[src/rtl/rvau_sqrt_cell.sv]
// One digit step of the pipelined integer square root.
// Standalone cell; the top level chains thirty-two of them.
module rvau_sqrt_cell (
  input  logic        clk_i,
  input  logic        en_i,
  input  logic [33:0] rem_i,
  input  logic [31:0] root_i,
  input  logic [63:0] rad_i,
  output logic [33:0] rem_o,
  output logic [31:0] root_o,
  output logic [63:0] rad_o
);

  logic [35:0] acc;
  logic [35:0] trial;
  logic        fit;

  always_comb begin
    acc   = {rem_i, rad_i[63:62]};
    trial = {2'b00, root_i, 2'b01};
    fit   = (acc >= trial);
  end

  always_ff @(posedge clk_i) begin
    if (en_i) begin
      rem_o  <= fit ? 34'(acc - trial) : acc[33:0];
      root_o <= {root_i[30:0], fit};
      rad_o  <= {rad_i[61:0], 2'b00};
    end
  end

endmodule

[config.mk]
export PLATFORM = sky130hd
export DESIGN_NAME = rvau_sqrt_cell
export DESIGN_NICKNAME = d
export VERILOG_FILES = /design/src/rtl/rvau_sqrt_cell.sv
export SDC_FILE = /design/constraint.sdc
export NUM_CORES = 1
export LEC_CHECK = 0
export BUFFER_PORTS_ARGS = -buffer_cell sky130_fd_sc_hd__buf_2
export CAP_MARGIN = 20
export CORE_MARGIN = 4
export CORE_UTILIZATION = 49
export CTS_CLUSTER_SIZE = 14
export DETAILED_ROUTE_END_ITERATION = 12
export PLACE_DENSITY = 0.81
export SYNTH_ARGS = -nofsm -noshare
export SYNTH_HDL_FRONTEND = slang
export SYNTH_SLANG_ARGS = --single-unit
export TNS_END_PERCENT = 1
[constraint.sdc]
create_clock -name clk_i -period 3.3 [get_ports clk_i]
set_input_delay 0.165 -clock clk_i [delete_from_list [all_inputs] [get_ports clk_i]]
set_output_delay 0.165 -clock clk_i [all_outputs]
set_load 0.01 [all_outputs]
# After elaboration in Yosys (flattened, before gate mapping)
# Cells that the tools add are included.
# W data, S select, Z words.
# word_totals
input_bits,132
out_inout_bits,130
elab_cells,6
register_bits,128
# classes
add_sub_neg,1
order_cmp,1
muxes,1
# op_table
cell,n
$ge A36 B34 Y1,1
$mux W34,1
$sub A34 B34 Y34,1

# Depth between registers and ports, before layout
# Gate-level depths: netlist of run 1.
# logic_depth
depth_word,2
mapped_depth,13
mapped_depth_nobuf,10

# Least setup slack after synthesis of run 1
# No wires, ideal clock.
# synth_path
kind,input-to-reg
from,in root_i[9]
to,reg rem_o[27] (data pin)
t_arrival_ns,2.147
path_buffers,0
stages,10
setup_slack_ns,0.892
t_required_ns,3.040
setup_ns,0.260
path_cell_list,inv_1 -> ha_1 -> a21o_1 -> a31o_1 -> a211oi_4 -> o211ai_2 -> a21bo_2 -> mux2i_1 -> o221ai_1 -> mux2_4
# synth_via
elab_chain_cells,2
elab_cells_between_ends,3
classes_between,add/sub (1); order compare (1); mux (1)
# synth_lines
item,line,source
"start, declared",7,"input logic [31:0] root_i,"
$sub A34 B34 Y34 or $ge A36 B34 Y1 (tied branches),"26, 21",
$mux W34 *,26,rem_o <= fit ? 34'(acc - trial) : acc[33:0];
"end signal, assigned",26,
"end, declared",9,"output logic [33:0] rem_o,"
# Mark *: on every way between the ends. The rest lies on a longest branch, timed or not.
# A chain may end at the register's enable or synchronous reset.

# Worst setup path after layout of run 1
# layout_path
from,in root_i[15]
to,reg rem_o[14] (data pin)
# layout_via
elab_chain_cells,2
# layout_lines
item,line,source
$ge A36 B34 Y1,21,fit = (acc >= trial);
$mux W34,26,
# Every way passes these cells.

==> results of run 1 <==
==> metrics by stage <==
stage / area (um^2) / setup WS [ns] / hold slack (ns) / utilization, % / std cells
after floorplan: 6320 / 0.892 / 0.264 / - / 508
after global placement: 7790 / 0.531 / 0.342 / 61.7 / 928
after detailed placement: 7790 / 0.438 / 0.343 / 61.7 / 928
after CTS: 9270 / 0.317 / 0.0362 / 73.4 / 1053
after global routing: 9270 / 0.0810 / 0.0638 / 73.5 / 1054
final: 9270 / 0.244 / 0.0595 / 73.5 / 1054
==> kinds of logic after synthesis <==
group,Yosys count,share of synthesized area [%]
xor gates and xnor gates,27,3.74
adders and majority gates,34,6.74
buffers and inverters,59,4.08
and+or+nand+nor,120,8.88
other,1,0.0594
DFF,128,60.9
muxes,5,0.872
AOI/OAI and AO/OA,133,14.8
==> placed cells by master, fill, tap and decap left out, drive strengths merged, types with 2 or more instances in the layout <==
master,Yosys,routed
a21boi,2,2
o21a,3,3
a21o,20,20
and2,5,5
a21oi,28,28
conb,1,2
xnor2,14,14
nand2b,5,5
nand2,58,58
a31o,2,2
o221ai,2,2
xor2,13,13
and3,5,5
o21ai,46,46
o41ai,3,3
clkbuf,7,19
nand4,7,7
buf,9,264
o31ai,5,5
clkinvlp,0,7
a31oi,5,5
a211oi,2,2
nor2,18,18
o31a,2,2
o211ai,3,3
nor3,10,10
nand3,6,6
edfxtp,128,128
clkinv,1,5
inv,42,43
dlygate4sd3,0,93
mux2i,4,4
ha,34,34
==> cell type report <==
cell class              count  share of cell area (%)
well taps                 172                    2.32
flip-flops and latches    128                    41.5
multi-input cells         321                    23.9
clock inverters            13                    1.24
repair buffers            357                    24.6
clock buffers              19                    4.67
diodes                      1                  0.0270
inverters                  43                    1.75
==> worst min-delay path: stages <==
cell	delay, ns
sky130_fd_sc_hd__buf_2	0.09
sky130_fd_sc_hd__nand2_1	0.04
sky130_fd_sc_hd__o21ai_0	0.06
==> power breakdown <==
part	internal, W	switching (W)	total, W
Sequential	0.00199	0.0000476	0.00204
Combinational	0.000436	0.000538	0.000973
Clock	0.00103	0.000718	0.00175
==> synth_stat cells (3+ instances only) <==
cell / number / share of area [%]
sky130_fd_sc_hd__edfxtp_1: 128 / 61
sky130_fd_sc_hd__nand2_1: 58 / 3.4
sky130_fd_sc_hd__inv_1: 42 / 2.5
sky130_fd_sc_hd__o21ai_0: 41 / 3.2
sky130_fd_sc_hd__ha_1: 34 / 6.7
sky130_fd_sc_hd__a21oi_1: 28 / 2.2
sky130_fd_sc_hd__a21o_1: 19 / 2.3
sky130_fd_sc_hd__nor2_1: 18 / 1.1
sky130_fd_sc_hd__xnor2_1: 14 / 1.9
sky130_fd_sc_hd__xor2_1: 13 / 1.8
sky130_fd_sc_hd__nor3_1: 10 / 0.79
sky130_fd_sc_hd__buf_2: 6 / 0.48
sky130_fd_sc_hd__nand3_1: 6 / 0.48
sky130_fd_sc_hd__nand4_1: 6 / 0.59
sky130_fd_sc_hd__nand2b_1: 5 / 0.50
sky130_fd_sc_hd__a31oi_1: 4 / 0.40
sky130_fd_sc_hd__clkbuf_1: 4 / 0.24
sky130_fd_sc_hd__mux2i_1: 4 / 0.63
sky130_fd_sc_hd__o21ai_1: 4 / 0.32
sky130_fd_sc_hd__o31ai_1: 4 / 0.48
sky130_fd_sc_hd__and2_1: 3 / 0.30
sky130_fd_sc_hd__and3_2: 3 / 0.36
sky130_fd_sc_hd__o21a_1: 3 / 0.36
sky130_fd_sc_hd__o41ai_2: 3 / 0.77
==> layer usage <==
| layer | vias to the layer above | wire, um |
|---|---|---|
| li1 | 2598 | - |
| met4 | 0 | 685 |
| met3 | 46 | 1290 |
| met5 | - | 0 |
| met1 | 2592 | 7120 |
| met2 | 248 | 10100 |
==> worst paths after layout <==
check        end  cells after the start
max    rem_o[14]                     12
min     rem_o[2]                      3
==> state kept, by name (all words and copies together), names as in the netlist <==
signal and cells:
rad_o 62, root_o 32, rem_o 34
==> repair_timing <==
item,4_1_cts,5_1_grt
hold buffers,93,0
endpoints found under the hold margin,93,0
setup endpoints to repair,0,0
==> impl_metrics.py, run 1 <==
metrics = {
    "status": {
        "status": "completed",
    },
    "route": {
        "drt-total-wl_um": 19200,
        "initialDrtViolationCount": 401,
        "remaining_drc_errors": 0,
        "final_antenna_net_count": 0,
        "vias": 5484,
        "routed_wire_length_per_instance_um": 18.2,
        "drtPass1Iterations": 4,
        "vias_per_cell": 5.20,
    },
    "global_route": {
        "grt_max_degree": 68,
        "number_of_global_route_vias_before_repair": 5667,
        "global_routing_usage_on_met1_pct": 28.1,
        "grt_antenna_before_repair": 1,
        "grt_first_pass_wirelength_um": 29500,
        "grt_remaining_overflow": 0,
        "grt_most_used_layer": "met2",
        "grt_usage_pct": 25.7,
        "globalRouteMet2Util_pct": 47.5,
        "grt_use_met3_pct": 6.06,
    },
    "placed_design": {
        "io_buffers": 259,
        "gp_routability_congestion": 0.882,
        "post-dp-hpwl_um": 12700,
    },
    "min_path": {
        "hold_class": "in2reg",
        "hold_start": "rem_i[0]",
    },
    "yosys": {
        "ys_seq_elements": 128,
        "asyncSetResetFlopFracSynth_pct": 0,
        "ys_warn_count": 0,
        "synth_seq_area_share_pct": 60.9,
        "postSynthAreaPerCell_um2": 12.5,
        "synth_edf_count": 128,
        "ys_dominant_reg_cell": "sky130_fd_sc_hd__edfxtp_1",
        "mapped_cell_area_mm2": 0.00631,
        "postSynthCellCount": 507,
        "synth.lib_cells_used.distinct": 62,
    },
    "floorplan": {
        "dieArea_mm2": 0.0148,
        "start_util_pct": 50.0,
        "die_width_um": 122,
        "floorplan.io_pins": 262,
        "core-area_mm2": 0.0126,
        "fp-row-count": 41,
        "die_y_um": 122,
    },
    "critical_path": {
        "count_of_buffering_cells_on_the_critical_path_with_inverters_included": 4,
        "cp_cell_sequence": "dlygate4sd3_1 > buf_2 > inv_1 > ha_1 > a21o_1 > a221oi_1 > o31a_1 > o221ai_1 > a211oi_1 > o21a_2 > buf_4 > o21ai_0",
        "worstSetupStartpointType": "primary input",
        "worstPathMaxFanout": 26,
        "path_delay_family": "compound AO/OA/AOI/OAI gates",
        "critical-path-max-stage-delay_ns": 0.52,
        "timing_worst_setup_path_type": "in2reg",
        "startpoint": "root_i[15]",
        "arrival_ns": 3.19,
        "worst_path_max_delay_cell": "sky130_fd_sc_hd__dlygate4sd3_1",
        "crit_path_end_kind": "flip-flop",
        "critical_path_required_ns": 3.43,
    },
    "cells_and_area": {
        "multi_input_comb_area_mm2": 0.00222,
        "area.sequential_mm2": 0.00384,
        "nFillCells": 814,
        "final_layout_size_suffix_gt1_share_pct": 36.0,
        "area_added_between_synthesis_and_finish_pct": 46.8,
        "finalNetCount": 1034,
    },
    "timing": {
        "final.setup.tns_ns": 0,
        "finalSetupViolations": 0,
        "period_needed_ns": 3.06,
        "max_slew.worst_pin.slew_ns": 0.578,
        "timing_max_transition_violations_final": 0,
        "fmaxAchievable_mhz": 327,
        "timing.final.hold_violations": 0,
        "slew-limit-headroom_pct": 61.1,
        "timing.final.crit_share_pct": 92.6,
        "unrepaired_setup_endpoints_after_global_routing": "no",
    },
    "power_and_ir_drop": {
        "p_per_area_mw_per_mm2": 514,
        "worst_ir_drop_vdd_v": 0.000273,
        "report.power.total_w": 0.00476,
        "p_leak_nw": 4.11,
    },
    "clock_tree": {
        "clock_pin_slew_on_the_worst_setup_and_hold_paths_ns": 0.06,
        "cts.path.max_buffers": 2,
        "cts_buffers": 17,
        "h-tree-depth": 4,
        "cts_resized": 0,
        "cts_num_sinks": 128,
        "post-cts-setup-buffers": 0,
        "tritoncts_clock_tree": "built",
        "clk_root_buffer_cell": "sky130_fd_sc_hd__clkbuf_16",
    },
    "flow_run": {
        "drv_cap": 0,
    },
}
Power figures use the tool's default switching activity.
==> run 2, diff against run 1 <==
- SETUP_SLACK_MARGIN: not set -> 0.4
==> run 2 against run 1 <==
Via count up 2.0%. First-iteration DRC count rose by 7.5%. Total power increased by 0.65%. Sequential share of layout area down 0.37 points. Sequential power hardly changed. Worst hold slack lost 0.0084 ns. Combinational power rose by 2.5%. Global-route usage increased by 0.94 points. Sequential cell count stayed put. Die area did not move. Critical endpoint is now rem_o[33]. Largest cell class unchanged.
==> impl_metrics.py, run 2 (synthesis gave the netlist of run 1 again) <==
metrics = {
    "global_route": {
        "grt_usage_pct": 26.7,
        "grt_first_pass_wirelength_um": 30000,
        "grt_remaining_overflow": 0,
        "grt_max_degree": 68,
        "number_of_global_route_vias_before_repair": 5742,
        "grt_antenna_before_repair": 1,
    },
    "timing": {
        "finalSetupViolations": 0,
        "hold-worst-slack_ns": 0.0511,
        "unrepaired_setup_endpoints_after_global_routing": "yes",
        "fmaxAchievable_mhz": 349,
        "final.setup.tns_ns": 0,
        "worst_slack_setup_final_ns": 0.437,
        "period_needed_ns": 2.86,
        "timing_max_transition_violations_final": 0,
        "timing.final.crit_share_pct": 86.8,
        "timing.final.hold_violations": 0,
    },
    "clock_tree": {
        "h-tree-depth": 4,
        "cts_num_sinks": 128,
        "tritoncts_clock_tree": "built",
        "cts.path.max_buffers": 2,
        "cts_buffers": 17,
        "clock_pin_slew_on_the_worst_setup_and_hold_paths_ns": 0.06,
        "clk_root_buffer_cell": "sky130_fd_sc_hd__clkbuf_16",
    },
    "floorplan": {
        "dieArea_mm2": 0.0148,
        "core-area_mm2": 0.0126,
        "die_y_um": 122,
        "die_width_um": 122,
        "fp-row-count": 41,
        "floorplan.io_pins": 262,
        "start_util_pct": 50.0,
    },
    "flow_run": {
        "drv_cap": 0,
    },
    "power_and_ir_drop": {
        "p_per_area_mw_per_mm2": 513,
        "p_leak_nw": 4.14,
        "worst_ir_drop_vdd_v": 0.000275,
        "report.power.total_w": 0.00479,
    },
    "min_path": {
        "hold_class": "in2reg",
        "timing.hold.worst_endpoint": "rem_o[10]",
        "hold_start": "rem_i[8]",
        "hold-path-cell-count": 3,
    },
    "cells_and_area": {
        "highest_count_cells_in_the_layout_ignoring_fill_and_taps": "258 x sky130_fd_sc_hd__buf_2, 128 x sky130_fd_sc_hd__edfxtp_1, 93 x sky130_fd_sc_hd__dlygate4sd3_1",
        "number_of_flip_flops_in_the_largest_register": 62,
        "postLayoutCoreUtil_pct": 74.1,
        "multi_input_comb_area_mm2": 0.00227,
        "area.sequential_mm2": 0.00384,
        "finalNetCount": 1038,
        "nFillCells": 792,
        "mostFrequentLayoutCell": "sky130_fd_sc_hd__buf_2",
        "final_layout_size_suffix_gt1_share_pct": 36.8,
        "largestRegisters": "rad_o (62), rem_o (34), root_o (32)",
        "area_added_between_synthesis_and_finish_pct": 48.1,
        "largest_register": "rad_o",
    },
    "placed_design": {
        "gp_routability_congestion": 0.882,
        "io_buffers": 259,
        "post-dp-hpwl_um": 12700,
        "pre_cts_slack_ns": 0.438,
    },
    "critical_path": {
        "crit_path_end_kind": "flip-flop",
        "arrival_ns": 3.07,
        "critical_path_required_ns": 3.51,
        "timing_worst_setup_path_type": "in2reg",
        "worstSetupStartpointType": "primary input",
        "worstPathMaxFanout": 5,
    },
    "route": {
        "remaining_drc_errors": 0,
        "final_antenna_net_count": 0,
        "drtPass1Iterations": 5,
        "initialDrtViolationCount": 431,
        "vias_per_cell": 5.29,
        "vias": 5595,
        "routed_wire_length_per_instance_um": 18.9,
        "drt-total-wl_um": 20000,
    },
    "status": {
        "status": "completed",
    },
}
-- run 2: changes by cell type in the layout (fill, tap and decap cells not counted), sizes merged --
| cell | delta |
|---|---|
| buf | +4 |
-- run 2: cell type report --
class                      count  share of cell area [%]
timing repair buffer         361                    24.7
tap                          172                    2.30
clock buffer                  19                    4.63
inverter                      43                    1.74
clock inverter                13                    1.23
sequential                   128                    41.1
multi-input combinational    321                    24.2
antenna                        1                  0.0268
-- run 2: repair_timing --
action	4_1_cts	5_1_grt
gates resized for setup	0	9
hold buffers	93	0
setup buffers	0	4
endpoints found under the setup margin	0	32
endpoints found under the hold margin	93	0
-- run 2: metrics by stage --
stage | instance area, um^2 | instances
3_3_place_gp | 7790 | 928
3_5_place_dp | 7790 | 928
5_1_grt | 9350 | 1058
4_1_cts | 9270 | 1053
6_report | 9350 | 1058
2_1_floorplan | 6320 | 508
-- run 2: worst max-delay path, stage by stage --
cell,delay (ns)
sky130_fd_sc_hd__dlygate4sd3_1,0.52
sky130_fd_sc_hd__buf_2,0.11
sky130_fd_sc_hd__inv_1,0.04
sky130_fd_sc_hd__ha_2,0.37
sky130_fd_sc_hd__o21ai_1,0.10
sky130_fd_sc_hd__a22oi_2,0.35
sky130_fd_sc_hd__o2111ai_4,0.20
sky130_fd_sc_hd__a2111oi_4,0.45
sky130_fd_sc_hd__o41ai_4,0.14
sky130_fd_sc_hd__and4b_1,0.24
sky130_fd_sc_hd__o41ai_2,0.38
-- run 2: per-layer routing --
metal | up-vias | global-route usage, % | part of all wire [%] | routed length (um)
li1 | 2599 | - | - | -
met2 | 295 | 48.6 | 53 | 10600
met5 | - | 0 | 0 | 0
met3 | 58 | 6.57 | 7.3 | 1450
met4 | 0 | 13.9 | 4.0 | 804
met1 | 2643 | 28.4 | 35 | 7070
-- run 2: how the worst max path moves through the flow --
stage	from	to	slack (ns)	cells after the start
floorplan	root_i[9]	rem_o[27]	0.89	10
detailed placement	rem_i[15]	rem_o[6]	0.44	10
global route	root_i[1]	rem_o[33]	0.32	11
CTS	root_i[1]	rem_o[33]	0.42	11
finish	root_i[1]	rem_o[33]	0.44	11
global placement	root_i[15]	rem_o[10]	0.53	11
-- run 2: report_power, final --
part,switching [W],leakage (nW),internal (W),total [W]
sequential,0.0000497,1.25,0.00199,0.00204
combinational,0.000552,2.64,0.000445,0.000997
clock,0.000724,0.247,0.00103,0.00176
total,0.00133,4.14,0.00347,0.00479
