**config.mk**
```make
export PLATFORM = sky130hd
export DESIGN_NAME = rvau_cordic_cell
export DESIGN_NICKNAME = d
export VERILOG_FILES = /design/src/rtl/rvau_pkg.sv /design/src/rtl/rvau_cordic_cell.sv
export SDC_FILE = /design/constraint.sdc
export NUM_CORES = 1
export LEC_CHECK = 0
export ABC_AREA = 1
export BUFFER_PORTS_ARGS = -buffer_cell sky130_fd_sc_hd__buf_2
export CELL_PAD_IN_SITES_DETAIL_PLACEMENT = 0
export CELL_PAD_IN_SITES_GLOBAL_PLACEMENT = 1
export CORE_MARGIN = 2
export CORE_UTILIZATION = 42
export DETAILED_ROUTE_END_ITERATION = 10
export GPL_ROUTABILITY_DRIVEN = 1
export PLACE_DENSITY = 0.88
export SETUP_SLACK_MARGIN = 0.4
export SYNTH_ARGS = -nofsm -noshare
export SYNTH_HDL_FRONTEND = slang
export SYNTH_SLANG_ARGS = --single-unit
export TNS_END_PERCENT = 50
```
**constraint.sdc**
```tcl
create_clock -name clk_i -period 5.3 [get_ports clk_i]
set_input_delay 0.265 -clock clk_i [delete_from_list [all_inputs] [get_ports clk_i]]
set_output_delay 0.265 -clock clk_i [all_outputs]
set_load 0.05 [all_outputs]
```
**src/rtl/rvau_pkg.sv**
```systemverilog
// Shared types, constants and helper functions of the axis-angle rotation unit.
// No dependencies; imported by the CORDIC cell, the combine stage, the top level and the bench.
package rvau_pkg;

  localparam int CORDIC_STEPS = 16;
  localparam int CORDIC_N     = (CORDIC_STEPS < 30) ? CORDIC_STEPS : 30;
  localparam int SQRT_CELLS   = 32;
  localparam int DIV_CELLS    = 31;
  localparam int CW           = 34;
  localparam int RW           = 80;

  typedef logic signed [31:0]   word_t;
  typedef logic signed [CW-1:0] cord_t;
  typedef logic signed [RW-1:0] wide_t;

  localparam cord_t INV_GAIN = 34'sh26DD3B6A;
  localparam cord_t ONE_Q30  = 34'sh40000000;
  localparam logic signed [34:0] TWO_PI_Q30 = 35'sd6746518852;

  typedef struct packed {
    word_t [2:0]       vec;
    logic [15:0]       tang;
    logic              zero;
    logic [2:0]        sgn;
    logic [2:0][31:0]  anrm;
    word_t [2:0]       k;
    logic [1:0]        quad;
  } side_t;

  function automatic logic [31:0] atan_q30(input logic [4:0] idx);
    logic [31:0] r;
    case (idx)
      5'd0:  r = 32'h3243F6A8;
      5'd1:  r = 32'h1DAC6705;
      5'd2:  r = 32'h0FADBAFC;
      5'd3:  r = 32'h07F56EA6;
      5'd4:  r = 32'h03FEAB76;
      5'd5:  r = 32'h01FFD55B;
      5'd6:  r = 32'h00FFFAAA;
      5'd7:  r = 32'h007FFF55;
      5'd8:  r = 32'h003FFFEA;
      5'd9:  r = 32'h001FFFFD;
      5'd10: r = 32'h000FFFFF;
      5'd11: r = 32'h0007FFFF;
      5'd12: r = 32'h0003FFFF;
      5'd13: r = 32'h0001FFFF;
      5'd14: r = 32'h0000FFFF;
      5'd15: r = 32'h00007FFF;
      5'd16: r = 32'h00003FFF;
      5'd17: r = 32'h00001FFF;
      5'd18: r = 32'h00000FFF;
      5'd19: r = 32'h000007FF;
      5'd20: r = 32'h000003FF;
      5'd21: r = 32'h000001FF;
      5'd22: r = 32'h000000FF;
      5'd23: r = 32'h0000007F;
      5'd24: r = 32'h0000003F;
      5'd25: r = 32'h0000001F;
      5'd26: r = 32'h0000000F;
      5'd27: r = 32'h00000008;
      5'd28: r = 32'h00000004;
      5'd29: r = 32'h00000002;
      default: r = 32'h00000000;
    endcase
    return r;
  endfunction

  // Shift right by n, rounding half away from zero.
  function automatic wide_t rshr(input wide_t v, input logic [6:0] n);
    wide_t h;
    h = wide_t'(1) <<< (n - 7'd1);
    if (v[RW-1]) begin
      return -((-v + h) >>> n);
    end
    return (v + h) >>> n;
  endfunction

endpackage

```
**src/rtl/rvau_cordic_cell.sv**
```systemverilog
// One rotation-mode CORDIC iteration for the sine and cosine of the angle.
// Depends on rvau_pkg for the arctangent table and the datapath types.
module rvau_cordic_cell import rvau_pkg::*; (
  input  logic       clk_i,
  input  logic       en_i,
  input  logic [4:0] step_i,
  input  cord_t      x_i,
  input  cord_t      y_i,
  input  cord_t      z_i,
  output cord_t      x_o,
  output cord_t      y_o,
  output cord_t      z_o
);

  cord_t xs;
  cord_t ys;
  cord_t at;

  always_comb begin
    xs = x_i >>> step_i;
    ys = y_i >>> step_i;
    at = {2'b00, atan_q30(step_i)};
  end

  always_ff @(posedge clk_i) begin
    if (en_i) begin
      if (!z_i[CW-1]) begin
        x_o <= x_i - ys;
        y_o <= y_i + xs;
        z_o <= z_i - at;
      end else begin
        x_o <= x_i + ys;
        y_o <= y_i - xs;
        z_o <= z_i + at;
      end
    end
  end

endmodule

```
# == Word level (Yosys, flattened, before mapping) ==
# Memory sizes are Yosys's and may differ from the RTL's.
# Cells that the tools add are included.
# totals
register_bits,102
mem_bits_ro,960
in_bits,109
output_inout_bits,102
word_cells,15
n_memories,1
# classes
n_addsub,6
n_shift,2
n_mux,3
# mem_list
name,depth,width,rd,rd_ports_with_merged_regs,wr,line_no,text
(no name shown),32,30,1,0,0,rvau_pkg.sv:32,case (idx)
# ops
op,n
2-to-1 mux 34 bit,3
adder 34 bit,2
>>> shifter 34 x 5 -> 34 bit,2
subtractor 34 bit,2
adder 34 x 33 -> 34 bit,1
subtractor 34 x 33 -> 34 bit,1

# == Longest topological paths before layout ==
# Gate-level depths: netlist of the first run.
# logic_depth
depth_word,3
mapped_depth,35
depth_no_buf,33

# == Least setup slack after synthesis of the first run ==
# Ideal clock, no wire load.
# synth_timing
path_type,input -> register
from,input step_i[1]
to,register z_o[27] (data pin)
setup_ns,0.258
t_arrival_ns,3.772
required_ns,5.042
slack_ns,1.270
path_stages,28
path_buffers,4
path_cell_list,buf_6 inv_4 buf_8 buf_6 ha_1 nand2_1 inv_1 nor2_2 nor3_1 o21bai_1 ha_1 nand3b_1 nor3_1 nand2_1 nand2_1 buf_4 xor2_1 ha_1 a21oi_1 o21ai_0 a21oi_1 nand2_1 a21oi_1 o21ai_0 nand2_1 nand2_1 a21oi_1 xnor2_1
# synth_between
elab_chain_len,3
word_cells_on_any_way,4
classes_between,add/sub: 2; mux: 1; memory: 1
# synth_lines
item,line_no,text
from (decl),rvau_cordic_cell.sv:6,"input logic [4:0] step_i,"
memory read (32 x 30 bit) (*),n/a,
subtractor 34 x 33 -> 34 bit or adder 34 x 33 -> 34 bit (tied branches),"rvau_cordic_cell.sv:30, rvau_cordic_cell.sv:34",
2-to-1 mux 34 bit (*),rvau_cordic_cell.sv:27,if (!z_i[CW-1]) begin
to (signal assigned),rvau_cordic_cell.sv:30,z_o <= z_i - at;
to (signal assigned),rvau_cordic_cell.sv:34,z_o <= z_i + at;
to (decl),rvau_cordic_cell.sv:12,output cord_t z_o
# Mark *: on every way between the ends. The rest lies on a longest branch, timed or not.
# A chain may end at the register's enable or synchronous reset.

# == Final worst setup path of the first run ==
# layout_timing
from,input step_i[1]
to,register x_o[27] (data pin)
# layout_between
elab_chain_len,3
word_cells_on_any_way,4
classes_between,add/sub: 2; shift: 1; mux: 1
# layout_lines
item,line_no,text
>>> shifter 34 x 5 -> 34 bit (*),rvau_cordic_cell.sv:21,ys = y_i >>> step_i;
subtractor 34 bit or adder 34 bit (tied branches),"rvau_cordic_cell.sv:28, rvau_cordic_cell.sv:32",
2-to-1 mux 34 bit (*),rvau_cordic_cell.sv:27,
to (signal assigned),rvau_cordic_cell.sv:28,x_o <= x_i - ys;
to (signal assigned),rvau_cordic_cell.sv:32,x_o <= x_i + ys;
to (decl),rvau_cordic_cell.sv:10,"output cord_t x_o,"
# Marks and branches as above.

==> results of run 1 <==
[final timing paths]
kind / startpoint / to / slack, ps
setup / recovery: step_i[1] / x_o[27]$_DFFE_PP_ / 720
hold / removal: z_i[0] / z_o[0]$_DFFE_PP_ / 180
[flip-flops by register name, indices dropped and copies added (netlist names)]
name and cells:
x_o 34, y_o 34, z_o 34
[placed cells by master, fill, tap and decap left out, types with 9 or more instances in the layout]
master / n
sky130_fd_sc_hd__a31oi_1: 16
sky130_fd_sc_hd__buf_4: 33
sky130_fd_sc_hd__nand2_1: 796
sky130_fd_sc_hd__nand3_2: 12
sky130_fd_sc_hd__o21ai_0: 75
sky130_fd_sc_hd__nor2_2: 21
sky130_fd_sc_hd__edfxtp_1: 102
sky130_fd_sc_hd__nand3_1: 387
sky130_fd_sc_hd__xnor2_1: 42
sky130_fd_sc_hd__a21oi_1: 121
sky130_fd_sc_hd__nor2_1: 184
sky130_fd_sc_hd__buf_2: 209
sky130_fd_sc_hd__nand2_2: 23
sky130_fd_sc_hd__nor3_1: 12
sky130_fd_sc_hd__inv_1: 172
sky130_fd_sc_hd__inv_2: 17
sky130_fd_sc_hd__nand4_1: 27
sky130_fd_sc_hd__ha_1: 110
sky130_fd_sc_hd__clkbuf_16: 9
sky130_fd_sc_hd__o211ai_1: 12
sky130_fd_sc_hd__xor2_1: 116
sky130_fd_sc_hd__a21o_1: 14
[power by group]
part | leakage (uW) | total, uW | switching (uW) | internal [uW]
logic | 0.00739 | 3100 | 2220 | 873
clock network | 0.000132 | 669 | 343 | 326
registers | 0.000998 | 1260 | 62.8 | 1200
total | 0.00852 | 5030 | 2630 | 2400
[cells in the mapped netlist (13+ instances only)]
library cell,number
sky130_fd_sc_hd__edfxtp_1,102
sky130_fd_sc_hd__nor2_2,20
sky130_fd_sc_hd__nand4_1,27
sky130_fd_sc_hd__a21o_1,14
sky130_fd_sc_hd__xor2_1,116
sky130_fd_sc_hd__nand3_1,387
sky130_fd_sc_hd__buf_6,14
sky130_fd_sc_hd__nor2_1,185
sky130_fd_sc_hd__inv_1,174
sky130_fd_sc_hd__buf_1,13
sky130_fd_sc_hd__inv_2,16
sky130_fd_sc_hd__a21oi_1,121
sky130_fd_sc_hd__a31oi_1,17
sky130_fd_sc_hd__xnor2_1,42
sky130_fd_sc_hd__nand2_2,23
sky130_fd_sc_hd__buf_2,37
sky130_fd_sc_hd__o21ai_0,75
sky130_fd_sc_hd__nand2_1,796
sky130_fd_sc_hd__ha_1,110
[critical path: cells and delay by family]
kind,cells,cell delay (ps)
compound gates,6,1250
xor+xnor,2,280
fa+ha+maj,2,570
buf+inv,5,760
simple gates,15,1580
[per-layer routing]
layer,wire length [um],vias up
met3,3541,98
met1,25140,7885
met5,0,-
li1,-,8403
met4,2116,0
met2,25910,638
[through the flow]
step | worst slack, ps | cells | power [uW] | util | hold slack (ps)
after floorplan | 1270 | 2414 | 3564 | - | 377.5
after global placement | 370.2 | 3037 | 4328 | 0.4672 | 569.0
after detailed placement | 318.1 | 3037 | 4349 | 0.4672 | 582.2
after CTS | 723.5 | 3053 | 5026 | 0.4751 | 170.8
after global routing | 296.1 | 3053 | 5349 | 0.4755 | 185.2
final | 716.0 | 3053 | 5027 | 0.4755 | 184.9
[final cells by class]
type	count	area (um2)
Fill cell	3735	18660
Clock buffer	10	229.0
Timing Repair Buffer	248	1414
Clock inverter	6	52.55
Multi-Input combinational cell	2032	10840
Sequential cell	102	3063
Inverter	194	735.7
Tap cell	461	576.8
[cell families after synthesis]
group / count (synthesis) / share of synthesized area
xor gates and xnor gates: 158 / 0.09132
DFF: 102 / 0.2021
adders and majority gates: 113 / 0.09479
AOI/OAI and AO/OA: 275 / 0.1026
buffers and inverters: 280 / 0.08331
and+or+nand+nor: 1486 / 0.4259
[timing repair]
item / in CTS / in global routing
hold endpoints to repair: 0 / 0
endpoints found under the setup margin: 0 / 4
resized for setup: 0 / 3
==> out/results.txt, run 1 <==
Met1 capacity usage during global routing: 0.3953
Total setup violations reported at the end of the flow: 0
Final routed DRC violation total: 0
Total clock buffers created by CTS: 9
Horizontal extent of the die: 193.9 um
Vias in the first global route: 16280
Areal power density over the cells: 297.2 mW/mm2
Static Leakage: 0.008515 uW
Core area: 0.03557 mm2
Tot GR Track Use: 0.2945
Yosys warning total: 0
Post-Synthesis Cell Area: 0.01515 mm2
Post-synth EDFFs: 102
Clock root buffer: sky130_fd_sc_hd__clkbuf_16
Max Cap Violations: 0
Antenna violation net count after detailed routing: 0
CTS max path bufs: 2
Unrepaired setup endpoints after global routing: true
Detailed placer's ending HPWL: 46950 um
Met3 global-route usage: 0.03096
Initial Utilization: 0.4260
Drt first-iter violations: 1498
Slew Limit Fails: 0
Startpoint kind of the worst setup timing path: primary input
Layout Nets: 2809
Count of hold buffers inserted by post-cts repair: 0
Average cell area after synthesis: 6.277 um2
Floorplan row count: 69
Final hold vios: 0
Diodes inserted: 0
Largest net degree at the start of global routing: 75
Initial antenna violation count: 1
Synthesized instance count: 2414
Max incr delay on CP: 350 ps
Count of different cell masters after synthesis: 50
Wire length of the first global-routing pass: 87690 um
Library cell occupying the most area in the post-synthesis netlist: sky130_fd_sc_hd__edfxtp_1
Peak Freq: 0.2182 GHz
Share of final-layout standard cells stronger than drive strength 1: 0.1389
Number of synthesized register bits: 102
DR vias: 17020
Clock net sink count: 102
Hold path cells: 2
Min-delay worst type: primary input to flop
Slew at the pin closest to its max-slew limit: 988.3 ps
Post-CTS setup repair buffer count: 0
WP data required: 5440 ps
Outcome: complete, no violations
Share of synthesized area occupied by flip-flops and latches: 0.2021
Routed WL per cell: 18.57 um
FFs w/ async S/R, synth: 0
Crit Path Category: primary input to flop
Worst voltage drop across the vdd grid: 0.3051 mV
Crit path time final: 4584 ps
Placer's final routability congestion estimate: 0.9554
Relative max-transition margin: 0.3387
Gr ovfl total: 0
Iteration count of the initial detailed-routing pass: 6
WP data arrival: 4720 ps
Met2 track utilization from global routing: 0.4870
Standard cell area after detailed placement: 0.01662 mm2
Clock-pin slew reported for the worst setup and hold paths after clock tree synthesis: 80 ps
Die footprint: 0.03761 mm2
Cell mode on critical path: sky130_fd_sc_hd__nand2_1
Post-layout instance area: 0.01691 mm2
Slowest stage cell on the critical path: sky130_fd_sc_hd__ha_1
H-tree depth: 3
Area contributors post-synth: sky130_fd_sc_hd__edfxtp_1, sky130_fd_sc_hd__nand2_1, sky130_fd_sc_hd__nand3_1
Most instantiated flip-flop cell in the synthesis netlist: sky130_fd_sc_hd__edfxtp_1
Count of input and output buffers: 210
Critical-path maximum fanout: 25
Global-route layer with the greatest usage: met2
Die extent in y: 193.9 um
Post-detailed-routing wire length: 56710 um
Vias per inst: 5.576
Synthesized netlist net count: 2636
Proportion of netlist area held by the largest area contributor: 0.2021
Share of the clock period used by the worst path after layout: 0.8649
Total Negative Setup Slacks: 0 ps
Number of primary I/O pins: 211
Capturing element type of the critical path: flop
TritonCTS clock tree: built
Area growth from synthesis to layout: 11.61%
(Power assumes the default switching activity.)
==> run 2, diff against run 1 <==
==> constraint.sdc (replaced) <==
create_clock -name clk_i -period 5.3 [get_ports clk_i]
set_input_delay 1.59 -clock clk_i [delete_from_list [all_inputs] [get_ports clk_i]]
set_output_delay 1.59 -clock clk_i [all_outputs]
set_load 0.05 [all_outputs]
==> run 2 against run 1 <==
  * Count of clock-buffer cells in the layout is 1 higher
  * Critical path depth did not move
  * Via count up 17%
  * Critical endpoint is now x_o[31]$_DFFE_PP_
==> out/results.txt, run 2 (synthesis results as in run 1) <==
Utilization after layout: 0.6544
Tot GR Track Use: 0.3074
Relative max-transition margin: 0.4736
Hold worst-path end: z_o[0]$_DFFE_PP_
Min-delay worst type: primary input to flop
Startpoint of the tightest hold check path: z_i[0]
Area growth from synthesis to layout: 53.60%
Routed WL per cell: 17.14 um
WP data required: 5440 ps
Switching pwr: 2960 uW
Total setup violations reported at the end of the flow: 0
TritonCTS clock tree: built
Clock-pin slew reported for the worst setup and hold paths after clock tree synthesis: 80 ps
Slew Limit Fails: 0
Cell mode on critical path: sky130_fd_sc_hd__nand2_1
Unrepaired setup endpoints after global routing: true
Max Cap Violations: 0
Logic gate share of total power: 0.676
Sequential fraction of design power: 0.197
Most common library cell in the layout ignoring fill and taps: sky130_fd_sc_hd__nand2_1
Commonest cells after routing, fill and taps aside: sky130_fd_sc_hd__nand2_1, sky130_fd_sc_hd__buf_4, sky130_fd_sc_hd__nand3_1
Crit Path Category: primary input to flop
Share of the clock period used by the worst path after layout: 0.9778
Floorplan row count: 69
Placer's final routability congestion estimate: 0.9809
Iteration count of the initial detailed-routing pass: 7
Wire length of the first global-routing pass: 93630 um
Final routed DRC violation total: 0
Antenna violation net count after detailed routing: 0
Initial antenna violation count: 0
Share of total power in the clock network: 0.127
Total clock buffers created by CTS: 9
Capturing element type of the critical path: flop
Clock net sink count: 102
Count of hold buffers inserted by post-cts repair: 0
Initial Utilization: 0.4260
Cell internal pwr: 3350 uW
H-tree depth: 3
Switching Share: 0.4691
Vias in the first global route: 18620
Max incr delay on CP: 380 ps
Outcome: complete, no violations
Registers with the most flip-flops: x_o: 34 flops, y_o: 34 flops, z_o: 34 flops
Horizontal extent of the die: 193.9 um
Die extent in y: 193.9 um
Areal power density over the cells: 271.1 mW/mm2
Gr ovfl total: 0
Die footprint: 0.03761 mm2
Hold path cells: 2
Share of final-layout standard cells stronger than drive strength 1: 0.3919
Count of input and output buffers: 210
Diodes inserted: 0
Number of primary I/O pins: 211
Layout Nets: 3376
Largest net degree at the start of global routing: 53
Startpoint kind of the worst setup timing path: primary input
Slew at the pin closest to its max-slew limit: 789.6 ps
Detailed placer's ending HPWL: 46740 um
Core area: 0.03557 mm2
Hold slack final: 1533 ps
Static Leakage: 0.01182 uW
Final hold vios: 0
Worst voltage drop across the vdd grid: 0.1963 mV
Vias per inst: 5.485
Peak Freq: 0.1930 GHz
Post-detailed-routing wire length: 62030 um
Clock root buffer: sky130_fd_sc_hd__clkbuf_16
Critical-path maximum fanout: 15
Crit path time final: 5182 ps
WP data arrival: 5320 ps
Slowest stage cell on the critical path: sky130_fd_sc_hd__ha_1
DR vias: 19850
Drt first-iter violations: 1878
CTS max path bufs: 2
run 2: final cells by class:
cell class,count,area (um2)
Clock buffer,11,232.7
Clock inverter,5,107.6
Fill cell,3060,12290
Inverter,194,759.5
Multi-Input combinational cell,2032,12420
Sequential cell,102,3063
Tap cell,461,576.8
Timing Repair Buffer,815,6115
run 2: stage by stage:
stage                     setup WS [ps]  total power, uW  cells  setup TNS, ps  area (um2)
after floorplan                   245.1             3607   2414              0       15420
after global placement           -290.9             4985   3536          -5694       20690
after detailed placement         -406.4             5060   3536         -10080       20690
after CTS                         284.4             6056   3599              0       22240
after global routing             -115.0             6663   3620         -426.1       23270
final                             117.6             6311   3620              0       23270
run 2: critical path, delay by kind of cell:
family,cells,cell delay (ps)
XOR/XNOR,2,260
AND/OR/NAND/NOR,16,1590
buffers and inverters,8,970
adder cells (fa/ha/maj),1,380
AO/OA/AOI/OAI,3,500
run 2: what timing repair did:
action / 4_1_cts / 5_1_grt
setup buffers: 38 / 20
hold endpoints to repair: 0 / 0
endpoints found under the setup margin: 54 / 68
gates resized for setup: 169 / 205
gates cloned: 9 / 1
pin swaps: 62 / 95
run 2: how the worst max path moves through the flow:
stage / slack [ps] / cells past startpoint / from / end
2_1_floorplan: 250 / 28 / step_i[1] / z_o[27]$_DFFE_PP_
3_3_place_gp: -290 / 32 / step_i[1] / x_o[27]$_DFFE_PP_
3_5_place_dp: -410 / 34 / step_i[0] / x_o[27]$_DFFE_PP_
4_1_cts: 280 / 30 / step_i[0] / x_o[27]$_DFFE_PP_
5_1_grt: -110 / 31 / step_i[1] / x_o[31]$_DFFE_PP_
6_report: 120 / 30 / step_i[0] / x_o[31]$_DFFE_PP_
run 2: metal layers:
| metal | routed length [um] | global-route usage | vias up |
|---|---|---|---|
| li1 | - | - | 9546 |
| met1 | 25480 | 0.3948 | 9171 |
| met3 | 4312 | 0.03496 | 215 |
| met5 | 0 | 0 | - |
| met2 | 28870 | 0.5148 | 922 |
| met4 | 3376 | 0.1479 | 0 |
run 2: power groups by stage:
stage                     Sequential (uW)  Combinational [uW]  Clock [uW]
final                                1250                4260         800
after global routing                 1270                4560         837
after CTS                            1250                4000         811
after detailed placement             1270                3790           0
after global placement               1260                3720           0
after floorplan                      2030                1580           0
