### config.mk
export PLATFORM = sky130hd
export DESIGN_NAME = rvau_div_cell
export DESIGN_NICKNAME = d
export VERILOG_FILES = /design/src/rtl/rvau_div_cell.sv
export SDC_FILE = /design/constraint.sdc
export NUM_CORES = 1
export LEC_CHECK = 0
export ABC_AREA = 0
export BUFFER_PORTS_ARGS = -buffer_cell sky130_fd_sc_hd__clkbuf_2
export CORE_AREA = 3 3 247 249
export CTS_CLUSTER_DIAMETER = 30
export CTS_CLUSTER_SIZE = 14
export DETAILED_ROUTE_END_ITERATION = 12
export DIE_AREA = 0 0 250 252
export MAX_ROUTING_LAYER = met4
export PLACE_DENSITY = 0.56
export SLEW_MARGIN = 20
export SYNTH_ARGS = -nofsm -noshare
export SYNTH_HDL_FRONTEND = slang
export SYNTH_SLANG_ARGS = --single-unit
### constraint.sdc
create_clock -name clk_i -period 3.6 [get_ports clk_i]
set_input_delay 0.54 -clock clk_i [delete_from_list [all_inputs] [get_ports clk_i]]
set_output_delay 0.54 -clock clk_i [all_outputs]
set_load 0.05 [all_outputs]
### src/rtl/rvau_div_cell.sv
// One quotient bit of the three-lane restoring divider that normalizes the axis.
// Standalone cell; the top level chains thirty-one of them.
module rvau_div_cell (
  input  logic             clk_i,
  input  logic             en_i,
  input  logic [31:0]      mag_i,
  input  logic [2:0][31:0] rem_i,
  input  logic [2:0][30:0] low_i,
  input  logic [2:0][30:0] quo_i,
  output logic [31:0]      mag_o,
  output logic [2:0][31:0] rem_o,
  output logic [2:0][30:0] low_o,
  output logic [2:0][30:0] quo_o
);

  logic [2:0][32:0] tv;
  logic [2:0]       ge;

  always_comb begin
    for (int l = 0; l < 3; l++) begin
      tv[l] = {rem_i[l], low_i[l][30]};
      ge[l] = (tv[l] >= {1'b0, mag_i});
    end
  end

  always_ff @(posedge clk_i) begin
    if (en_i) begin
      mag_o <= mag_i;
      for (int l = 0; l < 3; l++) begin
        rem_o[l] <= ge[l] ? 32'(tv[l] - {1'b0, mag_i}) : tv[l][31:0];
        low_o[l] <= {low_i[l][29:0], 1'b0};
        quo_o[l] <= {quo_i[l][29:0], ge[l]};
      end
    end
  end

endmodule

### Word-level counts from Yosys, hierarchy flattened

Index checks and enable logic that the tools add are counted.

| cells by class | value |
|---|---|
| muxes and demuxes | 3 |
| add/sub/neg operators | 3 |
| order comparisons | 3 |

Operators with widths:

| cell | count |
|---|---|
| $ge A33 B32 Y1 | 3 |
| $mux W32 | 3 |
| $sub A32 B32 Y32 | 3 |

| storage, ports and cells | value |
|---|---|
| word-level logic and storage cells | 19 |
| bits in registers | 311 |
| output and inout bits | 314 |
| input port bits | 316 |

### Logic depth before layout (Yosys ltp)

Gate-level depths: netlist (run 1).

| depth | value |
|---|---|
| depth in word-level cells | 2 |
| mapped depth | 13 |
| depth with buffers taken out | 12 |

### Worst setup path after synthesis (run 1)

No wires, ideal clock.

| timing path | value |
|---|---|
| path type | input port to flip-flop |
| start point | input low_i[30] (netlist bit) |
| end point | register rem_o[26] (netlist bit) (data pin) |
| stages on the path | 12 |
| data required time | 3.340 ns |
| setup time | 0.260 ns |
| slack | 0.343 ns |
| path buffers | 0 |
| arrival time | 2.997 ns |
| path through | inv_1 -> ha_1 -> fa_1 -> nor2b_1 -> o2111ai_1 -> a32oi_2 -> a41oi_1 -> o31a_1 -> nand3b_1 -> o31ai_1 -> xor2_1 -> mux2_4 |

| between the ends | value |
|---|---|
| cells in the longest elaborated chain, start to end | 2 |

RTL lines:

| element | line | RTL |
|---|---|---|
| start, declared | 8 | `input logic [2:0][30:0] low_i,` |
| $sub A32 B32 Y32 / $ge A33 B32 Y1 (equally long branches) | 30, 22 |  |
| $mux W32 * | 30 | `rem_o[l] <= ge[l] ? 32'(tv[l] - {1'b0, mag_i}) : tv[l][31:0];` |
| end signal, assigned by index | 30 |  |
| end, declared | 11 | `output logic [2:0][31:0] rem_o,` |

Every way passes the cells marked *; elsewhere a longest branch is shown, timed or not.
A chain may end at the register's enable or synchronous reset.

### Final worst setup path (run 1)

| timing path | value |
|---|---|
| start point | input mag_i[0] |
| end point | register rem_o[94] (netlist bit) (data pin) |

| between the ends | value |
|---|---|
| cells in the longest elaborated chain, start to end | 2 |

RTL lines:

| element | line | RTL |
|---|---|---|
| start, declared | 6 | `input logic [31:0] mag_i,` |
| $sub A32 B32 Y32 / $ge A33 B32 Y1 (equally long branches) | 30, 22 |  |
| $mux W32 * | 30 |  |

Marks and branches as above.

==> impl_metrics.tcl, run 1 <==
set metrics [dict create \
    outcome "complete, no violations" \
    clock_sinks 311 \
    p_int_w 0.01025 \
    final_cell_count_no_fill 2888 \
    vias_per_cell 4.714 \
    drc 0 \
    synth_area_per_cell_um2 12.72 \
    pin_count 630 \
    portBuffers 623 \
    drv_slew 0 \
    synth_area_leaders "edfxtp_1 (59%), ha_1 (7.5%), mux2_4 (3.0%)" \
    synth-edff-count 311 \
    worstPathRequired_ns 3.94 \
    h-tree-depth 3 \
    cts_setup_buffers 0 \
    hold_viol_final 0 \
    antenna_left 0 \
    synthDominantCellAreaShare 0.5855 \
    rows 89 \
    power.share.switching 0.3295 \
    nNetsFinal 2459 \
    crit_fanout 4 \
    cts_hold_buffers 0 \
    path_clk_slew_ns 0.05 \
    clock.fmax_mhz 314.6 \
    tightest_slew_ns 0.6718 \
    synth_top_area_cell "edfxtp_1" \
    fin_crit_sh 0.8829 \
    crit_path_start_kind "input port" \
    drv_cap 0 \
    ctsResizeCount 0 \
    die_w_um 250 \
    critPathArrivalTime_ns 3.51 \
    endpoint_kind "flip-flop" \
    vias 13610 \
    gr-usage-met3 0.04360 \
    use_met1 0.2200 \
    nFillCells 5684 \
    cts.path.max_buffers 3 \
    synth_seq_area_share 0.5855 \
    tns_ns 0 \
    holdWs_ns 0.1042 \
    hold_class "input port to flip-flop" \
    core_area_mm2 0.05891 \
    vdd_ir_drop_max_uv 439.6 \
    routedWlPerCell_um 23.08 \
    p_per_area_mw_per_mm2 644.3 \
    fin_crit_ns 3.178 \
    ys.flop_type "edfxtp_1" \
    grt_usage 0.2097 \
    die_y_um 252 \
    comb_power_share 0.238 \
    dpl.hpwl_um 54630 \
    syn_to_final_growth_pct 48.75 \
    gp_congestion 0.9211 \
    grt_start_max_net_pins 76 \
    ys_ff_latch 311 \
    grt_pass1_wl_um 93230 \
    setup_viol 0 \
    synthDistinctLibCells 76 \
    drtPass1Iterations 6 \
    grt_use_met2 0.3736 \
    power_frac_seq 0.301 \
    syn_inst 1254 \
    layout-drive-gt1-share 0.4478 \
    drtIter0Drc 771 \
    power.static_leakage_nw 10.64 \
    cts_root_buf "clkbuf_16" \
    crit_type "input port to flip-flop" \
    first_global_vias 13730 \
    power_frac_clock 0.461 \
    antenna_found_initial 10 \
    initial_core_util 0.2708 \
    rsz0062_at_grt "false" \
    grt_remaining_overflow 0 \
    ys_warn_count 0 \
    die_area_mm2 0.06300 \
    placed_cells 2736 \
    finalWirelength_um 66670 \
    grt.busiest_layer "met2" \
    relSlewSlack 0.5521 \
    synth_area_mm2 0.01595 \
    cts_buffers 79 \
    cts_tree "yes" \
    synthArstFlopShare 0 \
    switchingPower_w 0.005037 \
]
[cells in the final DEF, fill, tap and decap left out, types with 5 or more instances in the layout]
master        n
a211oi_1     13
a21o_1       39
a21oi_1      95
a31oi_1      16
and2_1        7
and3_1        9
buf_12       18
buf_4       111
bufinv_16     8
clkbuf_1      7
clkbuf_16    79
clkbuf_2    622
clkinv_1     10
clkinv_16     5
clkinv_2     11
clkinv_4     11
clkinvlp_4    6
diode_2       7
edfxtp_1    311
ha_1         96
inv_1        56
mux2_2       10
mux2_4       32
nand2_1      93
nand2b_1     13
nand3_1      28
nand4_1      21
nor2_1       70
nor2b_1      17
nor3_1       13
o21a_1       12
o21ai_0      76
o21bai_1      9
o31ai_1       7
xnor2_1      47
xor2_1       38
[sequential cells by signal (all words and copies together), names as in the netlist]
signal and count:
mag_o 32, quo_o 93, low_o 90, rem_o 96
[worst paths after layout]
check / slack (ns) / cells after the start / end / startpoint
worst max-delay path: 0.42 / 14 / rem_o[94]$_DFFE_PP_ / mag_i[0]
worst min-delay path: 0.10 / 1 / low_o[44]$_DFFE_PP_ / low_i[43]
[critical path: stages]
cell and delay (ns):
clkbuf_2 0.11, buf_12 0.15, ha_1 0.22, fa_1 0.40, nor2b_1 0.19, o2111ai_1 0.16, a32oi_1 0.28, a2111oi_0 0.16
buf_4 0.17, or2_1 0.23, o21a_1 0.23, o21ai_0 0.26, xor2_1 0.12, mux2_4 0.27
[kinds of logic after synthesis]
logic type	count (synthesis)	synth area share
other	1	0.0002351
AND/OR/NAND/NOR	295	0.08974
multiplexers	46	0.03969
XOR/XNOR	85	0.04667
flip-flops	311	0.5855
AO/OA/AOI/OAI	315	0.1295
adder cells (fa/ha/maj)	99	0.07907
buffers and inverters	102	0.02957
[power groups by stage]
| stage | Sequential, W | Clock [W] | Combinational (W) |
|---|---|---|---|
| finish | 0.00460 | 0.00704 | 0.00365 |
| floorplan | 0.00596 | 0 | 0.00109 |
| global placement | 0.00465 | 0 | 0.00365 |
| CTS | 0.00460 | 0.00719 | 0.00368 |
| global route | 0.00463 | 0.00740 | 0.00386 |
| detailed placement | 0.00466 | 0 | 0.00366 |
[area by class of cell]
class	count	area, µm²	area share
diodes	7	17.52	0.0007383
clock buffers	86	2003	0.08443
clock inverters	59	713.2	0.03006
inverters	57	216.5	0.009124
multi-input cells	843	6147	0.2591
flip-flops and latches	311	9339	0.3936
well taps	773	967.2	0.04077
repair buffers	752	4322	0.1822
[metal layers]
metal  part of all wire  wire length [µm]
met5                  0                 0
met1               0.36             24140
met3              0.062              4100
met2               0.53             35160
met4              0.049              3261
[cells in the mapped netlist (all sizes together), types with 16 or more instances]
cell / count
nand2: 93
mux2: 42
a21oi: 96
a31oi: 16
inv: 57
nand4: 21
a21o: 39
o21ai: 77
ha: 96
buf: 17
clkbuf: 28
nand3: 28
nor2: 70
edfxtp: 311
xnor2: 47
xor2: 38
nor2b: 18
[stage by stage]
| step | utilization | worst slack [ns] | area [µm²] | total power (W) |
|---|---|---|---|---|
| finish | 0.4028 | 0.4216 | 23730 | 0.01529 |
| floorplan | - | 0.3425 | 15960 | 0.007050 |
| CTS | 0.4025 | 0.4809 | 23710 | 0.01547 |
| global route | 0.4027 | 0.2989 | 23720 | 0.01588 |
| detailed placement | 0.3563 | -0.1494 | 20990 | 0.008317 |
| global placement | 0.3563 | -0.1415 | 20990 | 0.008300 |
No activity file was read; power rests on OpenSTA's default activity.
==> run 2, diff against run 1 <==
==> constraint.sdc (replaced) <==
create_clock -name clk_i -period 3.3 [get_ports clk_i]
set_input_delay 0.495 -clock clk_i [delete_from_list [all_inputs] [get_ports clk_i]]
set_output_delay 0.495 -clock clk_i [all_outputs]
set_load 0.05 [all_outputs]
==> run 2 against run 1 <==
Cell count grew 3.6%. Sequential power grew 9.3%. Non-clock buffer count grew 92. Routed wire length grew 2.7%. Critical endpoint is now rem_o[30]$_DFFE_PP_. Highest routed layer unchanged.
==> impl_metrics.tcl, run 2 (synthesis gave the netlist of run 1 again) <==
set metrics [dict create \
    outcome "complete, no violations" \
    grt_usage 0.2159 \
    pin_count 630 \
    endpoint_kind "flip-flop" \
    crit_path_start_kind "input port" \
    drtPass1Iterations 5 \
    final_common_cell "clkbuf_2" \
    grt_pass1_wl_um 95540 \
    vias 13950 \
    final_cell_mix "clkbuf_2 (622), edfxtp_1 (311), buf_4 (202)" \
    largest_register_ffs 96 \
    fin_crit_sh 0.9508 \
    hold_class "input port to flip-flop" \
    layout-drive-gt1-share 0.4726 \
    die_y_um 252 \
    power.static_leakage_nw 11.16 \
    cts.path.max_buffers 3 \
    worstPathRequired_ns 3.64 \
    hold_viol_final 0 \
    crit_fanout 4 \
    drv_cap 0 \
    ctsResizeCount 0 \
    die_w_um 250 \
    fin_crit_ns 3.138 \
    critPathArrivalTime_ns 3.48 \
    antenna_left 0 \
    cts_setup_buffers 0 \
    rows 89 \
    routedWlPerCell_um 22.90 \
    tightest_slew_ns 0.6965 \
    cts_root_buf "clkbuf_16" \
    path_clk_slew_ns 0.05 \
    dpl.hpwl_um 56270 \
    drc 0 \
    cts_buffers 81 \
    cts_tree "yes" \
    drv_slew 0 \
    setup_viol 0 \
    drtIter0Drc 869 \
    top_regs "rem_o x96, quo_o x93, low_o x90" \
    crit_type "input port to flip-flop" \
    first_global_vias 14310 \
    finalWorstSetupSlack_ns 0.1622 \
    holdWs_ns 0.05407 \
    h-tree-depth 3 \
    vdd_ir_drop_max_uv 510.8 \
    rsz0062_at_grt "false" \
    clock.fmax_mhz 318.7 \
    antenna_found_initial 17 \
    cts_hold_buffers 0 \
    grt_start_max_net_pins 76 \
    detailedPlace.worstSlack_ns -0.4630 \
    regMostFlops "rem_o" \
    p_per_area_mw_per_mm2 703.0 \
    core_area_mm2 0.05891 \
    syn_to_final_growth_pct 54.19 \
    portBuffers 623 \
    gp_congestion 0.9159 \
    initial_core_util 0.2708 \
    relSlewSlack 0.5357 \
    grt_remaining_overflow 0 \
    nNetsFinal 2553 \
    finalPower_w 0.01729 \
    finalWirelength_um 68490 \
    nFillCells 5646 \
    vias_per_cell 4.664 \
    clock_sinks 311 \
    die_area_mm2 0.06300 \
]
run 2: cell types whose count changed in the layout (fill, tap and decap cells not counted), moves of 2 or more:
cell / change
inv_6: +4
clkbuf_16: +2
bufinv_16: +4
clkinv_1: -3
diode_2: +6
clkinv_4: -2
clkbuf_1: +3
buf_4: +91
inv_8: -3
run 2: power by group:
part / switching (W) / total [W] / leakage (nW) / internal [W]
Sequential: 0.000150 / 0.00503 / 3.04 / 0.00488
Clock: 0.00262 / 0.00814 / 1.37 / 0.00552
Combinational: 0.00280 / 0.00412 / 6.74 / 0.00132
Total: 0.00558 / 0.0173 / 11.2 / 0.0117
run 2: stage by stage:
stage          TNS (ns)  utilization  std cells  area [µm²]
3_5_place_dp     -28.82       0.3683       2828       21690
4_1_cts               0       0.4168       2978       24550
3_3_place_gp     -23.83       0.3683       2828       21690
6_report              0       0.4175       2991       24590
2_1_floorplan         0            -       1256       15960
5_1_grt               0       0.4175       2991       24590
run 2: per-layer routing:
| layer | share of wire | routed length, µm | global-route usage |
|---|---|---|---|
| met5 | 0 | 0 | - |
| met4 | 0.059 | 4020 | 0.1340 |
| met3 | 0.065 | 4437 | 0.05092 |
| met2 | 0.51 | 35230 | 0.3740 |
| met1 | 0.36 | 24800 | 0.2217 |
run 2: worst paths after layout:
check	cells after the start	start	end	slack (ns)
hold / removal	1	low_i[48]	low_o[49]$_DFFE_PP_	0.05
setup / recovery	12	mag_i[0]	rem_o[30]$_DFFE_PP_	0.16
run 2: layout make-up:
| type | count | area [µm²] | area share |
|---|---|---|---|
| Antenna cell | 13 | 32.53 | 0.001323 |
| Inverter | 57 | 216.5 | 0.008801 |
| Clock inverter | 59 | 795.8 | 0.03236 |
| Multi-Input combinational cell | 843 | 6153 | 0.2502 |
| Clock buffer | 91 | 2064 | 0.08394 |
| Timing Repair Buffer | 844 | 5025 | 0.2043 |
| Sequential cell | 311 | 9339 | 0.3797 |
| Tap cell | 773 | 967.2 | 0.03933 |
run 2: critical path: stages:
cell and delay [ns]:
clkbuf_2 0.23, ha_1 0.31, fa_1 0.41, nor2b_1 0.19, o2111ai_1 0.20, a32oi_2 0.26, a41oi_1 0.19, o31a_1 0.29
nand3b_1 0.25, o21ai_0 0.27, xor2_1 0.10, mux2_4 0.27
==> run 3, diff against run 2 <==
--- a/config.mk
+++ b/config.mk
@@ -13,7 +13,7 @@
 export DETAILED_ROUTE_END_ITERATION = 12
 export DIE_AREA = 0 0 250 252
 export MAX_ROUTING_LAYER = met4
-export PLACE_DENSITY = 0.56
+export PLACE_DENSITY = 0.53
 export SLEW_MARGIN = 20
 export SYNTH_ARGS = -nofsm -noshare
 export SYNTH_HDL_FRONTEND = slang
==> constraint.sdc (replaced) <==
create_clock -name clk_i -period 3.3 [get_ports clk_i]
set_input_delay 0.66 -clock clk_i [delete_from_list [all_inputs] [get_ports clk_i]]
set_output_delay 0.66 -clock clk_i [all_outputs]
set_load 0.05 [all_outputs]
==> run 3 against run 2 <==
Die area did not move. Sequential share of layout area fell by 0.27 points. Core utilization rose by 0.30 points. Largest power group unchanged. Critical endpoint is now rem_o[62]$_DFFE_PP_. Total power rose by 0.67%.
==> impl_metrics.tcl, run 3 (synthesis gave the netlist of run 1 again) <==
set metrics [dict create \
    drtPass1Iterations 5 \
    endpoint_kind "flip-flop" \
    nNetsFinal 2585 \
    core_area_mm2 0.05891 \
    die_area_mm2 0.06300 \
    tightest_slew_ns 0.6327 \
    crit_slowest_cell "fa_1" \
    utilization 0.4204 \
    final_common_cell "clkbuf_2" \
    outcome "complete, no violations" \
    fin_crit_ns 3.246 \
    cts.path.max_buffers 3 \
    largest_register_ffs 96 \
    wl_met2_um 37150 \
    grt_remaining_overflow 0 \
    register_area_mm2 0.009339 \
    nFillCells 5631 \
    final_area_mm2 0.02477 \
    antenna_found_initial 20 \
    hold_class "input port to flip-flop" \
    cpMostUsedCell "a21oi_1" \
    cts_buffers 81 \
    top_layer_used "met4" \
    clock_sinks 311 \
    crit_buf_inv 1 \
    h-tree-depth 3 \
    crit_family "compound AO/OA/AOI/OAI gates" \
    rsz0062_at_grt "true" \
    finalWorstSetupSlack_ns 0.05356 \
    syn_to_final_growth_pct 55.28 \
    drv_slew 0 \
    regMostFlops "rem_o" \
    vias_per_cell 4.697 \
    detailedPlace.worstSlack_ns -0.5640 \
    gp_congestion 0.9141 \
    final_cell_mix "clkbuf_2 (622), edfxtp_1 (311), buf_4 (243)" \
    finalWirelength_um 68060 \
    layout-drive-gt1-share 0.4843 \
    top_regs "rem_o x96, quo_o x93, low_o x90" \
    relSlewSlack 0.5782 \
    die_y_um 252 \
    power.static_leakage_nw 11.28 \
    drtIter0Drc 714 \
    first_global_vias 14610 \
    grt_start_max_net_pins 69 \
    dr_wl_met3_um 4596 \
    antenna_left 0 \
    cts_tree "yes" \
    worstPathRequired_ns 3.65 \
    fin_crit_sh 0.9838 \
    placed_cell_area_mm2 0.02186 \
    rows 89 \
    dpl.hpwl_um 56310 \
    vias 14160 \
    portBuffers 623 \
    cts_hold_buffers 0 \
    cts_root_buf "clkbuf_16" \
    critPathArrivalTime_ns 3.60 \
    clock.fmax_mhz 308.0 \
    power.share.switching 0.3202 \
    drv_cap 0 \
    p_per_area_mw_per_mm2 702.8 \
    routedWlPerCell_um 22.58 \
    wl_met1_um 23910 \
    finalPower_w 0.01741 \
    p_int_w 0.01183 \
    die_w_um 250 \
    holdWs_ns 0.2138 \
    setup_viol 0 \
    pin_count 630 \
    path_clk_slew_ns 0.05 \
    crit_fanout 4 \
    switchingPower_w 0.005573 \
    grt_pass1_wl_um 96460 \
    power_frac_clock 0.473 \
    cpPeakStageDelay_ns 0.41 \
    multi_input_area_mm2 0.006186 \
    hold_viol_final 0 \
    grt_usage 0.2149 \
    initial_core_util 0.2708 \
    crit_path_start_kind "input port" \
    path_cells "clkbuf_2 -> ha_1 -> fa_1 -> nand2b_1 -> a21oi_1 -> o21bai_1 -> a21oi_1 -> o211ai_1 -> a311oi_1 -> o21ai_0 -> a21o_1 -> a31o_2" \
    vdd_ir_drop_max_uv 438.8 \
    drc 0 \
    power_frac_seq 0.288 \
    comb_power_share 0.239 \
    crit_type "input port to flip-flop" \
]
## run 3: cell count changes in the layout (fill, tap and decap cells not counted), sizes merged
cell	change
buf	+32
bufinv	+1
clkbuf	-5
clkinv	+2
clkinvlp	+4
diode	-8
inv	-3
## run 3: per-stage QoR
step	TNS, ns	instances
3_5_place_dp	-41.53	2860
2_1_floorplan	-0.003338	1256
4_1_cts	0	3009
3_3_place_gp	-37.82	2860
6_report	0	3014
5_1_grt	-0.03487	3014
## run 3: power groups by stage
stage | Combinational [W] | Sequential [W] | Clock, W
floorplan | 0.00120 | 0.00650 | 0
CTS | 0.00419 | 0.00502 | 0.00841
finish | 0.00416 | 0.00501 | 0.00824
global placement | 0.00416 | 0.00507 | 0
global route | 0.00440 | 0.00504 | 0.00863
detailed placement | 0.00417 | 0.00507 | 0
## run 3: what timing repair did
action                                  4_1_cts  5_1_grt
gates resized for setup                       0        2
buffers inserted                              0        0
endpoints found under the setup margin        0        6
## run 3: layer usage
layer,vias up,GRT usage
met5,-,-
met4,0,0.07664
li1,6603,-
met1,6804,0.2171
met3,150,0.04618
met2,599,0.4071
## run 3: cell type report
cell class	count	share of cell area
Sequential cell	311	0.3771
Multi-Input combinational cell	843	0.2498
Timing Repair Buffer	876	0.2080
Clock buffer	86	0.08346
Tap cell	773	0.03905
Clock inverter	63	0.03339
Inverter	57	0.008740
Antenna cell	5	0.0005052
## run 3: path summary, 6_finish.rpt
path / startpoint / endpoint / cells past startpoint
setup / recovery: mag_i[0] / rem_o[62]$_DFFE_PP_ / 12
hold / removal: quo_i[89] / quo_o[90]$_DFFE_PP_ / 1
